[src/hw/rtl/crcfp_pkg.sv]
// shared types and constants of the crc16 frame parser
package crcfp_pkg;

	// default payload buffer depth
	localparam int MAX_PAYLOAD_DEF = 64;

	// fixed field widths
	localparam int BYTE_W  = 8;
	localparam int LEN_W   = 7;
	localparam int INDEX_W = 6;
	localparam int CNT_W   = 32;
	localparam int STAT_W  = 3;

	// configuration register indexes
	localparam logic [1:0] REG_MAGIC_FIRST  = 2'd0;
	localparam logic [1:0] REG_MAGIC_SECOND = 2'd1;
	localparam logic [1:0] REG_VERSION      = 2'd2;
	localparam logic [1:0] REG_MAX_LENGTH   = 2'd3;

	// result status codes
	localparam logic [STAT_W-1:0] STATUS_FRAME   = 3'd0;
	localparam logic [STAT_W-1:0] STATUS_SYNC    = 3'd1;
	localparam logic [STAT_W-1:0] STATUS_VERSION = 3'd2;
	localparam logic [STAT_W-1:0] STATUS_LENGTH  = 3'd3;
	localparam logic [STAT_W-1:0] STATUS_CRC     = 3'd4;

	// queue depth between parser and release side
	localparam int QUEUE_DEPTH = 2;

	// one parser event: a status or an accepted frame header
	typedef struct packed {
		logic [STAT_W-1:0] status;
		logic [BYTE_W-1:0] frame_type;
		logic [15:0]       sequence_number;
		logic [LEN_W-1:0]  payload_length;
		logic [CNT_W-1:0]  valid_count;
		logic [CNT_W-1:0]  crc_error_count;
		logic [CNT_W-1:0]  format_error_count;
		logic [CNT_W-1:0]  resync_count;
	} crcfp_event_t;

	// payload buffer write from the parser
	typedef struct packed {
		logic               we;
		logic [INDEX_W-1:0] addr;
		logic [BYTE_W-1:0]  data;
	} crcfp_wr_t;

endpackage

[src/hw/rtl/crcfp_front.sv]
// byte parser: sync hunt, header fields, crc check, payload buffer writes
module crcfp_front #(
	parameter int MAX_PAYLOAD = crcfp_pkg::MAX_PAYLOAD_DEF
) (
	input  logic                             clk,
	input  logic                             arst_n,
	input  logic                             s_tvalid,
	output logic                             s_tready,
	input  logic [7:0]                       s_tdata,
	input  logic                             cfg_we,
	input  logic [1:0]                       cfg_addr,
	input  logic [7:0]                       cfg_wdata,
	input  logic                             q_full,
	input  logic                             release_done,
	output logic                             ev_push,
	output crcfp_pkg::crcfp_event_t          ev,
	output crcfp_pkg::crcfp_wr_t             wr
);

	localparam logic [3:0] PH_MAGIC0  = 4'd0;
	localparam logic [3:0] PH_MAGIC1  = 4'd1;
	localparam logic [3:0] PH_VERSION = 4'd2;
	localparam logic [3:0] PH_TYPE    = 4'd3;
	localparam logic [3:0] PH_SEQ0    = 4'd4;
	localparam logic [3:0] PH_SEQ1    = 4'd5;
	localparam logic [3:0] PH_LENGTH  = 4'd6;
	localparam logic [3:0] PH_PAYLOAD = 4'd7;
	localparam logic [3:0] PH_CRC0    = 4'd8;
	localparam logic [3:0] PH_CRC1    = 4'd9;

	localparam logic [15:0] CRC_POLY = 16'h1021;
	localparam logic [15:0] CRC_INIT = 16'hFFFF;
	localparam logic [6:0]  MAX_LEN  = 7'(MAX_PAYLOAD);

	// one byte of crc-16/ccitt, msb first
	function automatic logic [15:0] crc_byte(input logic [15:0] c, input logic [7:0] b);
		logic [15:0] r;
		int k;
		r = c ^ {b, 8'h00};
		for (k = 0; k < 8; k++) begin
			r = r[15] ? ({r[14:0], 1'b0} ^ CRC_POLY) : {r[14:0], 1'b0};
		end
		return r;
	endfunction

	logic [7:0]  magic_first_q, magic_second_q, version_q;
	logic [6:0]  max_length_q;
	logic [3:0]  phase_q, phase_d;
	logic [7:0]  type_q, type_d;
	logic [15:0] seq_q, seq_d;
	logic [6:0]  len_q, len_d;
	logic [6:0]  fill_q, fill_d;
	logic [15:0] crc_q, crc_d;
	logic [7:0]  crc_lo_q, crc_lo_d;
	logic [31:0] ok_q, ok_d, crcerr_q, crcerr_d, fmt_q, fmt_d, resync_q, resync_d;
	logic        busy_q, busy_d;
	logic        accept, do_clear;
	logic [6:0]  lim;
	logic [6:0]  fill_inc;

	// payload phase waits while the previous frame is still being released
	assign s_tready = !q_full && !(phase_q == PH_PAYLOAD && busy_q);
	assign accept   = s_tvalid && s_tready;
	assign lim      = (max_length_q > MAX_LEN) ? MAX_LEN : max_length_q;
	assign fill_inc = fill_q + 7'd1;

	// configuration registers
	always_ff @(posedge clk or negedge arst_n) begin
		if (!arst_n) begin
			magic_first_q  <= 8'hAA;
			magic_second_q <= 8'h55;
			version_q      <= 8'h01;
			max_length_q   <= 7'd64;
		end else if (cfg_we) begin
			unique case (cfg_addr)
				crcfp_pkg::REG_MAGIC_FIRST:  magic_first_q  <= cfg_wdata;
				crcfp_pkg::REG_MAGIC_SECOND: magic_second_q <= cfg_wdata;
				crcfp_pkg::REG_VERSION:      version_q      <= cfg_wdata;
				crcfp_pkg::REG_MAX_LENGTH:   max_length_q   <= cfg_wdata[6:0];
				default: ;
			endcase
		end
	end

	// parse step for one accepted byte
	always_comb begin
		phase_d  = phase_q;
		type_d   = type_q;
		seq_d    = seq_q;
		len_d    = len_q;
		fill_d   = fill_q;
		crc_d    = crc_q;
		crc_lo_d = crc_lo_q;
		ok_d     = ok_q;
		crcerr_d = crcerr_q;
		fmt_d    = fmt_q;
		resync_d = resync_q;
		do_clear = 1'b0;
		ev_push  = 1'b0;
		ev       = '0;
		wr       = '0;
		if (accept) begin
			unique case (phase_q)
				PH_MAGIC0: begin
					if (s_tdata == magic_first_q) phase_d = PH_MAGIC1;
				end
				PH_MAGIC1: begin
					if (s_tdata == magic_second_q) begin
						phase_d = PH_VERSION;
					end else if (s_tdata != magic_first_q) begin
						phase_d   = PH_MAGIC0;
						resync_d  = resync_q + 32'd1;
						ev_push   = 1'b1;
						ev.status = crcfp_pkg::STATUS_SYNC;
					end
				end
				PH_VERSION: begin
					if (s_tdata != version_q) begin
						fmt_d     = fmt_q + 32'd1;
						resync_d  = resync_q + 32'd1;
						do_clear  = 1'b1;
						ev_push   = 1'b1;
						ev.status = crcfp_pkg::STATUS_VERSION;
					end else begin
						crc_d   = crc_byte(CRC_INIT, s_tdata);
						phase_d = PH_TYPE;
					end
				end
				PH_TYPE: begin
					type_d  = s_tdata;
					crc_d   = crc_byte(crc_q, s_tdata);
					phase_d = PH_SEQ0;
				end
				PH_SEQ0: begin
					seq_d   = {8'h00, s_tdata};
					crc_d   = crc_byte(crc_q, s_tdata);
					phase_d = PH_SEQ1;
				end
				PH_SEQ1: begin
					seq_d   = {s_tdata, seq_q[7:0]};
					crc_d   = crc_byte(crc_q, s_tdata);
					phase_d = PH_LENGTH;
				end
				PH_LENGTH: begin
					if (s_tdata > {1'b0, lim}) begin
						fmt_d     = fmt_q + 32'd1;
						resync_d  = resync_q + 32'd1;
						do_clear  = 1'b1;
						ev_push   = 1'b1;
						ev.status = crcfp_pkg::STATUS_LENGTH;
					end else begin
						len_d   = s_tdata[6:0];
						fill_d  = 7'd0;
						crc_d   = crc_byte(crc_q, s_tdata);
						phase_d = (s_tdata == 8'd0) ? PH_CRC0 : PH_PAYLOAD;
					end
				end
				PH_PAYLOAD: begin
					wr.we   = (fill_q < MAX_LEN);
					wr.addr = fill_q[5:0];
					wr.data = s_tdata;
					fill_d  = fill_inc;
					crc_d   = crc_byte(crc_q, s_tdata);
					if (fill_inc >= len_q) phase_d = PH_CRC0;
				end
				PH_CRC0: begin
					crc_lo_d = s_tdata;
					phase_d  = PH_CRC1;
				end
				PH_CRC1: begin
					ev_push  = 1'b1;
					do_clear = 1'b1;
					if ({s_tdata, crc_lo_q} != crc_q) begin
						crcerr_d  = crcerr_q + 32'd1;
						resync_d  = resync_q + 32'd1;
						ev.status = crcfp_pkg::STATUS_CRC;
					end else begin
						ok_d               = ok_q + 32'd1;
						ev.status          = crcfp_pkg::STATUS_FRAME;
						ev.frame_type      = type_q;
						ev.sequence_number = seq_q;
						ev.payload_length  = (len_q > MAX_LEN) ? 7'd0 : len_q;
					end
				end
				default: begin
					do_clear = 1'b1;
				end
			endcase
			// return to hunting; after an error, re-armed if the byte is the first magic
			if (do_clear) begin
				type_d   = 8'd0;
				seq_d    = 16'd0;
				len_d    = 7'd0;
				fill_d   = 7'd0;
				crc_d    = CRC_INIT;
				crc_lo_d = 8'd0;
				phase_d  = (ev_push && ev.status != crcfp_pkg::STATUS_FRAME
					&& s_tdata == magic_first_q) ? PH_MAGIC1 : PH_MAGIC0;
			end
		end
		ev.valid_count        = ok_d;
		ev.crc_error_count    = crcerr_d;
		ev.format_error_count = fmt_d;
		ev.resync_count       = resync_d;
	end

	// payload buffer ownership: held from frame accept until its last byte leaves
	always_comb begin
		busy_d = busy_q;
		if (release_done) busy_d = 1'b0;
		if (ev_push && ev.status == crcfp_pkg::STATUS_FRAME && ev.payload_length != 7'd0)
			busy_d = 1'b1;
	end

	// parser state
	always_ff @(posedge clk or negedge arst_n) begin
		if (!arst_n) begin
			phase_q  <= PH_MAGIC0;
			type_q   <= 8'd0;
			seq_q    <= 16'd0;
			len_q    <= 7'd0;
			fill_q   <= 7'd0;
			crc_q    <= CRC_INIT;
			crc_lo_q <= 8'd0;
			ok_q     <= 32'd0;
			crcerr_q <= 32'd0;
			fmt_q    <= 32'd0;
			resync_q <= 32'd0;
			busy_q   <= 1'b0;
		end else begin
			phase_q  <= phase_d;
			type_q   <= type_d;
			seq_q    <= seq_d;
			len_q    <= len_d;
			fill_q   <= fill_d;
			crc_q    <= crc_d;
			crc_lo_q <= crc_lo_d;
			ok_q     <= ok_d;
			crcerr_q <= crcerr_d;
			fmt_q    <= fmt_d;
			resync_q <= resync_d;
			busy_q   <= busy_d;
		end
	end

endmodule

[src/hw/rtl/crcfp_queue.sv]
// short event queue between parser and release side
module crcfp_queue (
	input  logic                    clk,
	input  logic                    arst_n,
	input  logic                    push,
	input  crcfp_pkg::crcfp_event_t push_data,
	input  logic                    pop,
	output crcfp_pkg::crcfp_event_t pop_data,
	output logic                    full,
	output logic                    empty
);

	localparam int PTR_W = (crcfp_pkg::QUEUE_DEPTH > 1) ? $clog2(crcfp_pkg::QUEUE_DEPTH) : 1;
	localparam int CNT_W = $clog2(crcfp_pkg::QUEUE_DEPTH + 1);
	localparam logic [CNT_W-1:0] DEPTH_C = CNT_W'(crcfp_pkg::QUEUE_DEPTH);
	localparam logic [PTR_W-1:0] LAST_C  = PTR_W'(crcfp_pkg::QUEUE_DEPTH - 1);

	crcfp_pkg::crcfp_event_t entry_q [crcfp_pkg::QUEUE_DEPTH];
	logic [PTR_W-1:0] wr_ptr_q, rd_ptr_q;
	logic [CNT_W-1:0] count_q;
	logic             do_push, do_pop;

	assign full     = (count_q == DEPTH_C);
	assign empty    = (count_q == '0);
	assign do_push  = push && !full;
	assign do_pop   = pop && !empty;
	assign pop_data = entry_q[rd_ptr_q];

	// entry storage
	always_ff @(posedge clk) begin
		if (do_push) entry_q[wr_ptr_q] <= push_data;
	end

	// pointers and fill count
	always_ff @(posedge clk or negedge arst_n) begin
		if (!arst_n) begin
			wr_ptr_q <= '0;
			rd_ptr_q <= '0;
			count_q  <= '0;
		end else begin
			if (do_push) wr_ptr_q <= (wr_ptr_q == LAST_C) ? '0 : wr_ptr_q + 1'b1;
			if (do_pop)  rd_ptr_q <= (rd_ptr_q == LAST_C) ? '0 : rd_ptr_q + 1'b1;
			if (do_push && !do_pop)      count_q <= count_q + 1'b1;
			else if (do_pop && !do_push) count_q <= count_q - 1'b1;
		end
	end

endmodule

[src/hw/rtl/crcfp_back.sv]
// release side: payload buffer and result output register
module crcfp_back #(
	parameter int MAX_PAYLOAD = crcfp_pkg::MAX_PAYLOAD_DEF
) (
	input  logic                    clk,
	input  logic                    arst_n,
	input  crcfp_pkg::crcfp_wr_t    wr,
	input  logic                    q_empty,
	input  crcfp_pkg::crcfp_event_t q_data,
	output logic                    q_pop,
	output logic                    release_done,
	output logic                    m_tvalid,
	input  logic                    m_tready,
	output logic [175:0]            m_tdata, // frame_type, sequence_number, payload_length,
	                                         // byte_index, payload_byte, valid_count,
	                                         // crc_error_count, format_error_count,
	                                         // resync_count, zero fill
	output logic [3:0]              m_tuser, // status, has_byte
	output logic                    m_tlast
);

	localparam int ADDR_W = (MAX_PAYLOAD > 1) ? $clog2(MAX_PAYLOAD) : 1;

	localparam logic [1:0] B_IDLE = 2'd0;
	localparam logic [1:0] B_READ = 2'd1;
	localparam logic [1:0] B_SHOW = 2'd2;

	logic [7:0]              mem [MAX_PAYLOAD];
	logic [7:0]              rd_q;
	logic [1:0]              st_q;
	crcfp_pkg::crcfp_event_t ev_q;
	logic [5:0]              idx_q;
	logic                    has_q;
	logic                    last;
	logic [7:0]              pbyte;

	// payload buffer, written by the parser
	always_ff @(posedge clk) begin
		if (wr.we) mem[wr.addr[ADDR_W-1:0]] <= wr.data;
	end

	// registered read of the current byte
	always_ff @(posedge clk) begin
		rd_q <= mem[idx_q[ADDR_W-1:0]];
	end

	assign last  = !has_q || ({1'b0, idx_q} + 7'd1 == ev_q.payload_length);
	assign pbyte = has_q ? rd_q : 8'd0;
	assign q_pop = (st_q == B_IDLE) && !q_empty;
	assign m_tvalid     = (st_q == B_SHOW);
	assign release_done = m_tvalid && m_tready && has_q && last;

	// release sequencer
	always_ff @(posedge clk or negedge arst_n) begin
		if (!arst_n) begin
			st_q  <= B_IDLE;
			idx_q <= 6'd0;
			has_q <= 1'b0;
		end else begin
			unique case (st_q)
				B_IDLE: begin
					if (!q_empty) begin
						idx_q <= 6'd0;
						if (q_data.status == crcfp_pkg::STATUS_FRAME
							&& q_data.payload_length != 7'd0) begin
							has_q <= 1'b1;
							st_q  <= B_READ;
						end else begin
							has_q <= 1'b0;
							st_q  <= B_SHOW;
						end
					end
				end
				B_READ: begin
					st_q <= B_SHOW;
				end
				B_SHOW: begin
					if (m_tready) begin
						if (last) begin
							st_q <= B_IDLE;
						end else begin
							idx_q <= idx_q + 6'd1;
							st_q  <= B_READ;
						end
					end
				end
				default: begin
					st_q <= B_IDLE;
				end
			endcase
		end
	end

	// event held for the whole run
	always_ff @(posedge clk) begin
		if (q_pop) ev_q <= q_data;
	end

	// result packing
	assign m_tdata = {3'b000, ev_q.resync_count, ev_q.format_error_count,
		ev_q.crc_error_count, ev_q.valid_count, pbyte, idx_q,
		ev_q.payload_length, ev_q.sequence_number, ev_q.frame_type};
	assign m_tuser = {has_q, ev_q.status};
	assign m_tlast = last;

endmodule

[src/hw/rtl/crc16_frame_parser_top.sv]
// top level of the crc16 frame parser
//
// channel   handshake                  payload
// s_*       s_tvalid / s_tready        s_tdata: data_byte
// m_*       m_tvalid / m_tready        m_tdata: header, byte, counters; m_tuser: status,
//                                      has_byte; m_tlast: last
// cfg_*     cfg_we                     cfg_addr: register index, cfg_wdata: value
//
// the parser takes one byte per cycle while s_tready is high; crc and header checks finish in the same cycle
// a released result passes the payload buffer read when it has a byte, then the output register
// a frame's payload bytes wait while the previous frame's payload is still released
// input also waits while the two-entry event queue is full
// reset clears the parser, counters and queue at once; no clearing pass
module crc16_frame_parser_top #(
	parameter int MAX_PAYLOAD = crcfp_pkg::MAX_PAYLOAD_DEF
) (
	input  logic         clk,
	input  logic         arst_n,
	input  logic         s_tvalid,
	output logic         s_tready,
	input  logic [7:0]   s_tdata,  // data_byte
	output logic         m_tvalid,
	input  logic         m_tready,
	output logic [175:0] m_tdata,  // frame_type, sequence_number, payload_length, byte_index,
	                               // payload_byte, valid_count, crc_error_count,
	                               // format_error_count, resync_count, zero fill
	output logic [3:0]   m_tuser,  // status, has_byte
	output logic         m_tlast,
	input  logic         cfg_we,
	input  logic [1:0]   cfg_addr,
	input  logic [7:0]   cfg_wdata
);

	crcfp_pkg::crcfp_event_t ev, q_data;
	crcfp_pkg::crcfp_wr_t    wr;
	logic ev_push, q_full, q_empty, q_pop, release_done;

	crcfp_front #(.MAX_PAYLOAD(MAX_PAYLOAD)) u_front (
		.clk          (clk),
		.arst_n       (arst_n),
		.s_tvalid     (s_tvalid),
		.s_tready     (s_tready),
		.s_tdata      (s_tdata),
		.cfg_we       (cfg_we),
		.cfg_addr     (cfg_addr),
		.cfg_wdata    (cfg_wdata),
		.q_full       (q_full),
		.release_done (release_done),
		.ev_push      (ev_push),
		.ev           (ev),
		.wr           (wr)
	);

	crcfp_queue u_queue (
		.clk       (clk),
		.arst_n    (arst_n),
		.push      (ev_push),
		.push_data (ev),
		.pop       (q_pop),
		.pop_data  (q_data),
		.full      (q_full),
		.empty     (q_empty)
	);

	crcfp_back #(.MAX_PAYLOAD(MAX_PAYLOAD)) u_back (
		.clk          (clk),
		.arst_n       (arst_n),
		.wr           (wr),
		.q_empty      (q_empty),
		.q_data       (q_data),
		.q_pop        (q_pop),
		.release_done (release_done),
		.m_tvalid     (m_tvalid),
		.m_tready     (m_tready),
		.m_tdata      (m_tdata),
		.m_tuser      (m_tuser),
		.m_tlast      (m_tlast)
	);

endmodule
[config.mk]
export PLATFORM = sky130hd
export DESIGN_NAME = crc16_frame_parser_top
export DESIGN_NICKNAME = d
export VERILOG_FILES = /design/src/hw/rtl/crcfp_pkg.sv /design/src/hw/rtl/crcfp_front.sv /design/src/hw/rtl/crcfp_queue.sv /design/src/hw/rtl/crcfp_back.sv /design/src/hw/rtl/crc16_frame_parser_top.sv
export SDC_FILE = /design/constraint.sdc
export NUM_CORES = 1
export LEC_CHECK = 0
export BUFFER_PORTS_ARGS = -buffer_cell sky130_fd_sc_hd__clkbuf_2
export CORE_AREA = 2 2 207 412
export CTS_CLUSTER_SIZE = 24
export DETAILED_ROUTE_END_ITERATION = 6
export DIE_AREA = 0 0 209 414
export HOLD_SLACK_MARGIN = 0.15
export PLACE_DENSITY_LB_ADDON = 0.1
export SLEW_MARGIN = 20
export SYNTH_ARGS = -nofsm -noshare
export SYNTH_HDL_FRONTEND = slang
export SYNTH_HIERARCHICAL = 1
export SYNTH_SLANG_ARGS = --single-unit
[constraint.sdc]
create_clock -name clk -period 19.7 [get_ports clk]
set_input_delay 2.955 -clock clk [delete_from_list [all_inputs] [get_ports clk]]
set_output_delay 2.955 -clock clk [all_outputs]
set_load 0.02 [all_outputs]
==> impl_results.md <==
* Run status: finished clean
* Vias in the first global route at 26790
* Worst Tran Pin Value at 1040 ps
* Drt via density at 6.068
* M2 GR Usage at 0.4849
* # IOs at 206
* CTS max path bufs at 3
* Die area at 86530 um^2
* Inst Count DP at 3997
* Syn Inst Count at 2830
* CTS Buf Count at 100
* Worst hold path class: flop to flop
* Slowest cell on the critical path: buf_4
* Post-synthesis sequential area ratio at 0.7278
* Post-synth EDFFs at 998
* Core region area at 83520 um^2
* DP Worst Slack at 12880 ps
* Commonest non-fill, non-tap cells in the layout: edfxtp_1, dfrtp_1, clkbuf_2
* Grt peak-use layer: met2
* First-pass iteration count of the detailed router at 5
* Chip Height at 414 um
* Share of cells above drive strength 1 at 0.2645
* Overall power at 7.157 mW
* Crit Reg-Reg Startpoint: u_front/phase_q[3]$_DFFE_PN0P_
* Mean cell area of the mapped netlist at 17.55 um^2
* CTS root buf: clkbuf_16
* Hold buffers post-CTS at 0
* First-pass GRT wire length at 167.6 mm
* Met3 GRT Util at 0.04543
* Row count at 150
* Finished Core Util at 0.6580
* Post-route insts no fill at 4187
* # port buffers at 202
* Final instance area at 54960 um^2
* Number of gates resized after cts at 0
* Gr ovfl total at 0
* Initial core utilization at 0.5946
* Synth Flop Type: edfxtp_1
* Worst Setup Start Kind: flop
* DRC violations left at 0
* Fin crit share at 0.3408
* Layout area overhead at 10.67%
* Synth Register Bits at 1245
* CP peak stage delay at 660 ps
* Hpwl dp at 73.71 mm
* Crit path arrival time at 3760 ps
* Area after DPL at 51640 um^2
* Routed Antenna Nets at 0
* FFs w/ async S/R, synth at 0.1920
* Pwr Density at 130.2 nW/um^2
* Initial antenna violation count at 0
* CP Class: flop to output port
* Synthesized area at 49660 um^2
* Max-Cap Viols at 0
* Final critical-path required period at 6714 ps
* Static Leak at 18.72 nW
* CTS tree: yes
* # clock sinks at 1245
* Per-cell routed wire length at 26.55 um
* Clock network latency to the later pin of the worst-skew pair at 720 ps
* Final setup TNS at 0 ps
* Commonest non-fill, non-tap cell in the layout: edfxtp_1
* Relative slew slack at 0.3042
* Max FO, Critical Path at 52
* FMAX at 149.0 MHz
* Hold_sp: u_front/ok_q[31]$_DFF_PN0_
* WL final at 111.2 mm
* Max Slew Vio Count at 0
* RSZ-0062 raised after global routing: no
* CP Launch Point: u_back/idx_q[1]$_DFFE_PN0P_
* GRT Total Usage at 0.2611
* Hold slack at 476.1 ps
* Clk slew on worst S/H paths at 70 ps
* Largest net degree at the start of global routing at 163
* Die width at 209 um
* Unique masters post-synth at 74
* Vias post-DR at 25410
* Yosys warnings at 6
* Ant diodes at 0
* VDD IR max at 0.0001003 V
* Hold Fails Final Rpt at 0
* CP Capture Type: output port
* Fin worst setup slack at 12990 ps
* Htree depth at 3
* Skew final at 40.65 ps
* Setup Buffers After CTS at 0
* Routability Congestion at 0.8548
* GR Util met1 at 0.2913
* Nets@finish at 3079
* Fillers at 5690
* DRT iter0 DRCs at 1698
* Final Setup Violations at 0
* Crit-path cells: buf_4, ha_1, nand3_1, or3_1, a221o_2, nand2_1, clkbuf_2
* WP data required at 16750 ps
==> power breakdown <==
part           switching, mW  internal [mW]  leakage, nW
registers              0.221           3.30         11.8
clock network          0.948           1.06         1.61
logic                  0.998          0.628         5.35
total                   2.17           4.99         18.7
==> logic make-up after synthesis <==
family | Yosys count | share of synthesized area
flops | 1245 | 0.7278
simple gates | 604 | 0.06324
mux | 374 | 0.1224
compound gates | 220 | 0.02973
xor+xnor | 196 | 0.03457
buf+inv | 169 | 0.01693
fa+ha+maj | 21 | 0.005291
other cells | 1 | 0.00007552
==> cell usage after synthesis, drive strengths merged, types with 34 or more instances <==
master,n,area (um^2)
clkbuf,60,225.2
nor2,157,589.3
nand4,38,267.8
dfrtp,213,5330
nor3,43,225.2
and2,46,292.8
buf,74,484.2
xor2,75,656.9
and3,45,281.5
o21ai,58,297.8
xnor2,121,1060
nand3,64,320.3
edfxtp,998,29970
nand2,117,439.2
inv,34,127.6
mux4,144,3243
mux2,214,2673
==> per-layer routing <==
metal / share of wire / up-vias / wire [um]
met5: 0 / - / 0
met4: 0.046 / 0 / 5087
met3: 0.049 / 196 / 5458
met2: 0.55 / 744 / 61390
met1: 0.35 / 13170 / 39230
li1: - / 11300 / -
==> final timing paths <==
kind / slack (ps) / cells after the start / end
setup reg to reg: 14520 / 7 / u_back/mem[60][0]$_DFFE_PP_
hold reg to reg: 480 / 1 / u_front/ok_q[31]$_DFF_PN0_
hold / removal: 480 / 1 / u_front/ok_q[31]$_DFF_PN0_
max in group asynchronous: 16010 / 2 / u_front/version_q[5]$_DFFE_PN0P_
min in group asynchronous: 2230 / 1 / u_front/fmt_q[5]$_DFF_PN0_
setup / recovery: 12990 / 7 / m_tlast
==> registers in the layout, indices dropped and copies added, names as in the netlist, 6 cells and up <==
| signal | count |
|---|---|
| u_back/mem | 512 |
| u_queue/entry_q | 324 |
| u_back/m_tdata | 159 |
| u_front/crcerr_q | 32 |
| u_front/fmt_q | 32 |
| u_front/ok_q | 32 |
| u_front/resync_q | 32 |
| u_front/crc_q | 16 |
| u_front/seq_q | 16 |
| u_back/rd_q | 8 |
| u_front/crc_lo_q | 8 |
| u_front/magic_first_q | 8 |
| u_front/magic_second_q | 8 |
| u_front/type_q | 8 |
| u_front/version_q | 8 |
| u_front/fill_q | 7 |
| u_front/len_q | 7 |
| u_front/max_length_q | 7 |
| u_back/idx_q | 6 |
==> layout make-up <==
| class | instances | area (um^2) | share of cell area |
|---|---|---|---|
| multi-input combinational | 1418 | 12730 | 0.2316 |
| clock inverter | 67 | 659.4 | 0.01200 |
| tap | 1064 | 1331 | 0.02422 |
| clock buffer | 123 | 2660 | 0.04840 |
| timing repair buffer | 235 | 1294 | 0.02354 |
| inverter | 35 | 131.4 | 0.002390 |
| sequential | 1245 | 36150 | 0.6579 |
==> worst max-delay path: cells and delay by family (launching register included) <==
family,cells,cell delay [ps]
AOI/OAI and AO/OA,1,440
adders and majority gates,1,390
buffers and inverters,2,890
DFF,1,630
and+or+nand+nor,3,690
Note: power is estimated with default switching activity, not from simulation.
